### config.mk
export PLATFORM = sky130hd
export DESIGN_NAME = day_count_to_gregorian_date
export DESIGN_NICKNAME = d
export VERILOG_FILES = /design/src/design/dcgd_pkg.sv /design/src/design/dcgd_month_lookup.sv /design/src/design/day_count_to_gregorian_date.sv
export SDC_FILE = /design/constraint.sdc
export NUM_CORES = 2
export LEC_CHECK = 0
export ABC_AREA = 1
export BUFFER_PORTS_ARGS = -buffer_cell sky130_fd_sc_hd__buf_2
export CORE_MARGIN = 2
export CORE_UTILIZATION = 50
export DETAILED_ROUTE_END_ITERATION = 8
export PLACE_DENSITY = 0.66
export SLEW_MARGIN = 25
export SYNTH_ARGS = -nofsm -noshare
export SYNTH_HDL_FRONTEND = slang
export SYNTH_SLANG_ARGS = --single-unit
export TNS_END_PERCENT = 5
### constraint.sdc
create_clock -name clk -period 20.5 [get_ports clk]
set_input_delay 3.075 -clock clk [delete_from_list [all_inputs] [get_ports clk]]
set_output_delay 3.075 -clock clk [all_outputs]
set_load 0.02 [all_outputs]
### src/design/dcgd_pkg.sv
// shared constants and types for the day count to gregorian date converter
package dcgd_pkg;

    localparam int DAY_W   = 31;
    localparam int YEAR_W  = 23;
    localparam int MONTH_W = 4;
    localparam int DOM_W   = 5;
    localparam int DOY_W   = 9;
    localparam int MONTHS  = 12;

    localparam logic [17:0] DAYS_400Y      = 18'(365 * 400 + 97);
    localparam logic [15:0] DAYS_FIRST_CENT = 16'(365 * 100 + 25);
    localparam logic [15:0] DAYS_CENT      = 16'(365 * 100 + 24);
    localparam logic [10:0] DAYS_4Y        = 11'(365 * 4 + 1);
    localparam logic [10:0] DAYS_4Y_PLAIN  = 11'(365 * 4);
    localparam logic [8:0]  DAYS_YEAR      = 9'd365;
    localparam logic [8:0]  MARCH_DOY      = 9'd59;

    localparam logic [8:0]  YEARS_400      = 9'd400;
    localparam logic [6:0]  YEARS_100      = 7'd100;

    // century boundaries inside a 400-year cycle
    localparam logic [17:0] CENT1_END = 18'(DAYS_FIRST_CENT);
    localparam logic [17:0] CENT2_END = 18'(DAYS_FIRST_CENT) + 18'(DAYS_CENT);
    localparam logic [17:0] CENT3_END = 18'(DAYS_FIRST_CENT) + 18'(2 * DAYS_CENT);

    // reciprocals for exact division by constants
    localparam int SHIFT_400Y = 49;
    localparam logic [31:0] RECIP_400Y =
        32'(((64'd1 << SHIFT_400Y) + 64'(DAYS_400Y) - 64'd1) / 64'(DAYS_400Y));
    localparam int SHIFT_4Y = 27;
    localparam logic [16:0] RECIP_4Y =
        17'(((64'd1 << SHIFT_4Y) + 64'(DAYS_4Y) - 64'd1) / 64'(DAYS_4Y));

    localparam int STAGES = 7;

    typedef logic [DOY_W-1:0] doy_t;

    // first day of each month within a leap year
    localparam doy_t MONTH_START [MONTHS] = '{
        9'd0, 9'd31, 9'd60, 9'd91, 9'd121, 9'd152,
        9'd182, 9'd213, 9'd244, 9'd274, 9'd305, 9'd335
    };

endpackage

### src/design/dcgd_month_lookup.sv
// day of leap-aligned year to month and day of month
module dcgd_month_lookup
    import dcgd_pkg::*;
(
    input  doy_t               day_of_year,
    output logic [MONTH_W-1:0] month,
    output logic [DOM_W-1:0]   day_of_month
);

    always_comb
    begin
        month = '0;
        for (int i = 1; i < MONTHS; i++)
        begin
            if (day_of_year >= MONTH_START[i])
            begin
                month = MONTH_W'(i);
            end
        end
        day_of_month = DOM_W'(day_of_year - MONTH_START[month] + 9'd1);
    end

endmodule

### src/design/day_count_to_gregorian_date.sv
// top level of the day count to gregorian date converter
//
// usage
// - input channel day_valid / day_stall carries day_count, days since
//   1 january of year 0 in the proleptic gregorian calendar
// - output channel date_valid / date_stall carries year, month (0 = january)
//   and day_of_month (1 to 31), one beat per input beat, in order
// - seven register stages: 400-year divide, cycle remainder, century split,
//   four-year divide, four-year remainder, single years, month table
// - a beat accepted into stage 1 passes through every stage register in order
//   before it is presented on the output
// - throughput is one beat per cycle while the output is not stalled
// - a stall on the output holds the last stage; empty stages ahead of it
//   keep filling, and day_stall rises only when all seven stages are full
// - reset clears all stage valid bits; no state is kept between beats
module day_count_to_gregorian_date
    import dcgd_pkg::*;
(
    input  logic               clk,
    input  logic               rst_n,
    input  logic               day_valid,
    output logic               day_stall,
    input  logic [DAY_W-1:0]   day_count,
    output logic               date_valid,
    input  logic               date_stall,
    output logic [YEAR_W-1:0]  year,
    output logic [MONTH_W-1:0] month,
    output logic [DOM_W-1:0]   day_of_month
);

    logic [STAGES-1:0] vld_reg;
    logic [STAGES-1:0] rdy;

    // stage registers
    logic [DAY_W-1:0]   d1_reg;
    logic [13:0]        q1_reg;
    logic [13:0]        q2_reg;
    logic [17:0]        r2_reg;
    logic [YEAR_W-1:0]  base3_reg;
    logic [1:0]         c3_reg;
    logic [15:0]        rc3_reg;
    logic [YEAR_W-1:0]  base4_reg;
    logic [15:0]        ra4_reg;
    logic [4:0]         g4_reg;
    logic               adj4_reg;
    logic               cnz4_reg;
    logic [YEAR_W-1:0]  base5_reg;
    logic [10:0]        rg5_reg;
    logic               lp5_reg;
    logic [YEAR_W-1:0]  year6_reg;
    doy_t               doy6_reg;
    logic [YEAR_W-1:0]  year7_reg;
    logic [MONTH_W-1:0] month7_reg;
    logic [DOM_W-1:0]   dom7_reg;

    // next values
    logic [62:0]        prod1;
    logic [13:0]        q1_next;
    logic [DAY_W-1:0]   cyc_days;
    logic [17:0]        r2_next;
    logic [1:0]         c3_next;
    logic [17:0]        off3;
    logic [15:0]        rc3_next;
    logic [YEAR_W-1:0]  base3_next;
    logic               adj4_next;
    logic [15:0]        ra4_next;
    logic [32:0]        prod4;
    logic [4:0]         g4_next;
    logic [YEAR_W-1:0]  base4_next;
    logic [15:0]        grp_days;
    logic [10:0]        rg5_next;
    logic               lp5_next;
    logic [YEAR_W-1:0]  base5_next;
    logic [10:0]        len1;
    logic [1:0]         yo6;
    logic [10:0]        sub6;
    doy_t               doy_raw;
    doy_t               doy6_next;
    logic [YEAR_W-1:0]  year6_next;
    logic [MONTH_W-1:0] month7_next;
    logic [DOM_W-1:0]   dom7_next;

    // bubbles collapse: a stage loads when it is empty or the next one moves
    always_comb
    begin
        rdy[STAGES-1] = !vld_reg[STAGES-1] || !date_stall;
        for (int k = STAGES - 2; k >= 0; k--)
        begin
            rdy[k] = !vld_reg[k] || rdy[k+1];
        end
    end

    assign day_stall = !rdy[0];

    // stage 1: quotient by 400-year cycle
    assign prod1   = 63'(day_count) * 63'(RECIP_400Y);
    assign q1_next = prod1[SHIFT_400Y +: 14];

    // stage 2: remainder within the cycle
    assign cyc_days = DAY_W'(q1_reg) * DAY_W'(DAYS_400Y);
    assign r2_next  = 18'(d1_reg - cyc_days);

    // stage 3: century split
    always_comb
    begin
        if (r2_reg >= CENT3_END)
        begin
            c3_next = 2'd3;
            off3    = CENT3_END;
        end
        else if (r2_reg >= CENT2_END)
        begin
            c3_next = 2'd2;
            off3    = CENT2_END;
        end
        else if (r2_reg >= CENT1_END)
        begin
            c3_next = 2'd1;
            off3    = CENT1_END;
        end
        else
        begin
            c3_next = 2'd0;
            off3    = '0;
        end
    end

    assign rc3_next   = 16'(r2_reg - off3);
    assign base3_next = YEAR_W'(q2_reg) * YEAR_W'(YEARS_400)
                      + YEAR_W'(c3_next) * YEAR_W'(YEARS_100);

    // stage 4: plain first four years of all but the first century, then four-year groups
    assign adj4_next  = (c3_reg != 2'd0) && (rc3_reg >= 16'(DAYS_4Y_PLAIN));
    assign ra4_next   = rc3_reg - (adj4_next ? 16'(DAYS_4Y_PLAIN) : 16'd0);
    assign prod4      = 33'(ra4_next) * 33'(RECIP_4Y);
    assign g4_next    = prod4[SHIFT_4Y +: 5];
    assign base4_next = base3_reg + (adj4_next ? YEAR_W'(4) : YEAR_W'(0));

    // stage 5: remainder within the four-year group
    assign grp_days   = 16'(g4_reg) * 16'(DAYS_4Y);
    assign rg5_next   = 11'(ra4_reg - grp_days);
    assign lp5_next   = !(cnz4_reg && !adj4_reg && (g4_reg == 5'd0));
    assign base5_next = base4_reg + YEAR_W'({g4_reg, 2'b00});

    // stage 6: single years and the february skip
    assign len1 = lp5_reg ? 11'(DAYS_YEAR + 9'd1) : 11'(DAYS_YEAR);

    always_comb
    begin
        if (rg5_reg >= len1 + 11'(2 * DAYS_YEAR))
        begin
            yo6  = 2'd3;
            sub6 = len1 + 11'(2 * DAYS_YEAR);
        end
        else if (rg5_reg >= len1 + 11'(DAYS_YEAR))
        begin
            yo6  = 2'd2;
            sub6 = len1 + 11'(DAYS_YEAR);
        end
        else if (rg5_reg >= len1)
        begin
            yo6  = 2'd1;
            sub6 = len1;
        end
        else
        begin
            yo6  = 2'd0;
            sub6 = '0;
        end
        doy_raw = DOY_W'(rg5_reg - sub6);
        if (!(lp5_reg && (yo6 == 2'd0)) && (doy_raw >= MARCH_DOY))
        begin
            doy6_next = doy_raw + 9'd1;
        end
        else
        begin
            doy6_next = doy_raw;
        end
    end

    assign year6_next = base5_reg + YEAR_W'(yo6);

    // stage 7: month table
    dcgd_month_lookup u_month
    (
        .day_of_year  (doy6_reg),
        .month        (month7_next),
        .day_of_month (dom7_next)
    );

    always_ff @(posedge clk or negedge rst_n)
    begin
        if (!rst_n)
        begin
            vld_reg <= '0;
        end
        else
        begin
            vld_reg[0] <= rdy[0] ? day_valid : vld_reg[0];
            for (int k = 1; k < STAGES; k++)
            begin
                if (rdy[k])
                begin
                    vld_reg[k] <= vld_reg[k-1];
                end
            end
        end
    end

    always_ff @(posedge clk)
    begin
        if (rdy[0])
        begin
            d1_reg <= day_count;
            q1_reg <= q1_next;
        end
        if (rdy[1])
        begin
            q2_reg <= q1_reg;
            r2_reg <= r2_next;
        end
        if (rdy[2])
        begin
            base3_reg <= base3_next;
            c3_reg    <= c3_next;
            rc3_reg   <= rc3_next;
        end
        if (rdy[3])
        begin
            base4_reg <= base4_next;
            ra4_reg   <= ra4_next;
            g4_reg    <= g4_next;
            adj4_reg  <= adj4_next;
            cnz4_reg  <= (c3_reg != 2'd0);
        end
        if (rdy[4])
        begin
            base5_reg <= base5_next;
            rg5_reg   <= rg5_next;
            lp5_reg   <= lp5_next;
        end
        if (rdy[5])
        begin
            year6_reg <= year6_next;
            doy6_reg  <= doy6_next;
        end
        if (rdy[6])
        begin
            year7_reg  <= year6_reg;
            month7_reg <= month7_next;
            dom7_reg   <= dom7_next;
        end
    end

    assign date_valid   = vld_reg[STAGES-1];
    assign year         = year7_reg;
    assign month        = month7_reg;
    assign day_of_month = dom7_reg;

`ifndef SYNTH
    a_full_when_stalled: assert property (@(posedge clk) disable iff (!rst_n)
        day_stall |-> (&vld_reg))
        else $error("input stalled while a stage is empty");

    a_century_rem: assert property (@(posedge clk) disable iff (!rst_n)
        vld_reg[2] |-> (rc3_reg < DAYS_FIRST_CENT))
        else $error("century remainder out of range");

    a_group_rem: assert property (@(posedge clk) disable iff (!rst_n)
        vld_reg[4] |-> (rg5_reg < DAYS_4Y))
        else $error("four-year remainder out of range");

    a_doy_range: assert property (@(posedge clk) disable iff (!rst_n)
        vld_reg[5] |-> (doy6_reg < 9'd366))
        else $error("day of year out of range");

    a_date_range: assert property (@(posedge clk) disable iff (!rst_n)
        date_valid |-> ((month < MONTH_W'(MONTHS)) && (day_of_month != '0)))
        else $error("month or day of month out of range");
`endif

endmodule
==> impl_metrics.py <==
metrics = {
    "logic_synthesis": {
        "synth_edf_count": 237,
        "synth.largest_area_cell": "fa_1",
        "synth_area_um2": 39000,
        "yosysSeqAreaShare_pct": 18.7,
        "syn_inst": 4069,
        "async_flop_share_pct": 2.87,
        "synth_cell_type_count": 53,
        "ys_warn_count": 0,
        "syn_area_per_cell_um2": 9.58,
        "yosysTopAreaCellShare_pct": 28.3,
        "ys_seq_elements": 244,
        "synthFlopType": "edfxtp_1",
        "synth.area.top_cells": "fa_1 28%, ha_1 23%, edfxtp_1 18%, inv_1 10%, nand2_1 4.7%",
        "syn-num-nets": 5370,
    },
    "critical_path": {
        "cp_slowest_stage_delay_ns": 0.58,
        "critPathArrivalTime_ns": 9.38,
        "worst-path-buf-inv": 5,
        "cp_cell_sequence": "buf_2, ha_1, inv_1, fa_1, fa_1, inv_1, fa_1, fa_1, inv_1, fa_1, inv_1, fa_1, fa_1, ha_1, a21oi_1, o21ai_0, a21oi_1, o21ai_0, nand2_1, nand3_1, xor2_1",
        "cp_max_fo": 11,
        "worst_ep_required_time_ns": 20.79,
        "slowest_stage": "fa_1",
        "crit_family": "adder cells",
        "critical_path_class": "in -> reg",
        "end_kind": "flop",
        "start_kind": "primary input",
        "cpMostUsedCell": "fa_1",
    },
    "run": {
        "drv_cap": 0,
    },
    "floorplanning": {
        "initial_core_util_pct": 50.4,
        "io_pins": 69,
        "rows": 102,
        "die_w_um": 283,
        "coreArea_um2": 77300,
        "die_y_um": 283,
        "dieArea_um2": 80200,
    },
    "route": {
        "drtIter0Drc": 1523,
        "dr.pass1.iters": 7,
        "via_count": 27100,
        "routedWlPerCell_um": 18.0,
        "via_per_inst": 5.17,
        "drc": 0,
        "antenna_left": 0,
        "wirelength_mm": 94.5,
    },
    "finish": {
        "seq_area_um2": 7290,
        "multi_input_area_um2": 27700,
        "layout-drive-gt1-share_pct": 3.89,
        "fillers": 7052,
        "layout-area-overhead-vs-synth_pct": 6.51,
        "diodes": 0,
        "design_area_um2": 41500,
        "final_util_pct": 53.7,
        "nets": 5476,
    },
    "global_routing": {
        "grt_overflow_total": 0,
        "grt_first_pass_wirelength_mm": 153,
        "grt_max_degree": 42,
        "antenna_found_initial": 0,
        "grt_pass1_vias": 28700,
        "grt_usage_pct": 24.1,
    },
    "timing": {
        "period_needed_ns": 9.10,
        "fmax_mhz": 110,
        "finalCritPeriodShare_pct": 44.4,
        "slew_violations": 0,
        "tns_ns": 0,
        "tightest_slew_ns": 0.946,
        "clock_skew_ns": 0.0178,
        "finalSetupViolCount": 0,
        "rsz0062_at_grt": "false",
        "max_slew_margin_pct": 36.5,
        "timing.final.ws_setup_ns": 11.40,
        "hold_viol_final": 0,
    },
    "outcome": {
        "status": "finished, final reports clean",
    },
    "cts": {
        "cts_buffers": 28,
        "htreeDepth": 1,
        "cts_root_buf": "clkbuf_16",
        "holdBufCountCts": 0,
        "clockBufferDepth": 3,
        "clock-sinks": 244,
        "clkLatencyLatePin_ns": 0.56,
        "postCtsSetupRepairBufs": 0,
        "clkTransAtPathRegs_ns": 0.06,
        "cts_tree": "built",
        "cts.repair.resized": 0,
    },
    "placed_design": {
        "pre_cts_ws_ns": 10.82,
        "hpwlAfterDp_mm": 83.8,
        "post_dp_cell_area_um2": 40700,
        "port-buffer-count": 68,
        "place_congestion": 1.00,
    },
    "worst_hold_path": {
        "hold_path_class": "reg -> reg",
    },
}
-- layout by cell type, fill, tap and decap left out, types with 4 or more instances in the layout --
| cell | n |
|---|---|
| nand4_1 | 44 |
| buf_2 | 68 |
| inv_1 | 1057 |
| inv_2 | 7 |
| nor2_2 | 8 |
| clkinv_1 | 8 |
| nor3_1 | 35 |
| a21boi_0 | 5 |
| a21oi_1 | 174 |
| a21o_1 | 17 |
| o31ai_1 | 8 |
| fa_1 | 552 |
| nand2_1 | 492 |
| nor2_1 | 203 |
| a31oi_1 | 18 |
| nor4_1 | 8 |
| o21a_1 | 10 |
| nand2_2 | 10 |
| clkbuf_1 | 6 |
| or2_2 | 4 |
| ha_1 | 714 |
| o2111ai_1 | 4 |
| clkinv_2 | 4 |
| edfxtp_1 | 237 |
| xnor2_1 | 60 |
| o211ai_1 | 9 |
| o21ai_1 | 5 |
| xor2_1 | 98 |
| o21ai_0 | 90 |
| nand3_1 | 123 |
| clkbuf_16 | 28 |
| buf_4 | 8 |
| nand3b_1 | 10 |
| o21bai_1 | 17 |
| nand3_2 | 4 |
| dfrtp_1 | 7 |
-- cell families (layout without fill, tap and decap cells) --
family	Yosys count	count (layout)	share of synthesized area, %
compound gates	376	376	5.50
flops	244	244	18.7
simple gates	960	960	10.7
xor+xnor	159	159	3.59
fa+ha+maj	1266	1266	51.3
buf+inv	1064	1190	10.2
-- synthesized netlist by cell type (3+ instances only) --
cell       instances
inv_1           1057
ha_1             714
fa_1             552
nand2_1          492
edfxtp_1         237
nor2_1           203
a21oi_1          174
nand3_1          123
xor2_1            98
o21ai_0           90
xnor2_1           60
nand4_1           44
nor3_1            35
a31oi_1           18
a21o_1            17
o21bai_1          17
nand2_2           10
nand3b_1          10
o21a_1            10
o211ai_1           9
nor2_2             8
nor4_1             8
o31ai_1            8
dfrtp_1            7
inv_2              7
a21boi_0           5
o21ai_1            5
nand3_2            4
o2111ai_1          4
or2_2              4
a211oi_1           3
a21boi_1           3
and3_1             3
o21ai_2            3
or2_1              3
-- area by class of cell --
| type | instances | share of cell area (%) |
|---|---|---|
| Clock buffer | 34 | 1.74 |
| Multi-Input combinational cell | 2761 | 66.7 |
| Sequential cell | 244 | 17.6 |
| Clock inverter | 16 | 0.268 |
| Tap cell | 1040 | 3.13 |
| Timing Repair Buffer | 76 | 0.964 |
| Inverter | 1064 | 9.62 |
-- final timing paths --
| check | endpoint | slack (ns) | cells after the start | start |
|---|---|---|---|---|
| max | q1_reg[1] | 11.40 | 21 | day_count[0] |
| min | year6_reg[3] | 0.41 | 0 | base5_reg[3] |
| max reg2reg | g4_reg[4] | 12.48 | 39 | rc3_reg[3] |
| min reg2reg | year6_reg[3] | 0.41 | 0 | base5_reg[3] |
| max in group asynchronous | vld_reg[3] | 17.93 | 1 | rst_n |
| min in group asynchronous | vld_reg[6] | 2.37 | 1 | rst_n |
-- metal layers --
layer	share of wire (%)	track usage (%)	wire [um]
met5	0	0	0
met4	4.3	8.99	4090
met3	3.7	2.54	3470
met2	51	43.9	47900
met1	41	29.4	39000
-- stage by stage --
step / hold slack [ns] / cells
2_1_floorplan: 0.400 / 4069
3_3_place_gp: 0.400 / 5185
3_5_place_dp: 0.405 / 5185
4_1_cts: 0.403 / 5235
5_1_grt: 0.422 / 5235
6_report: 0.408 / 5235
Power is left out: the tool's default activity adds up to more than one toggle a clock period on the data nets, which glitch-free logic cannot reach.
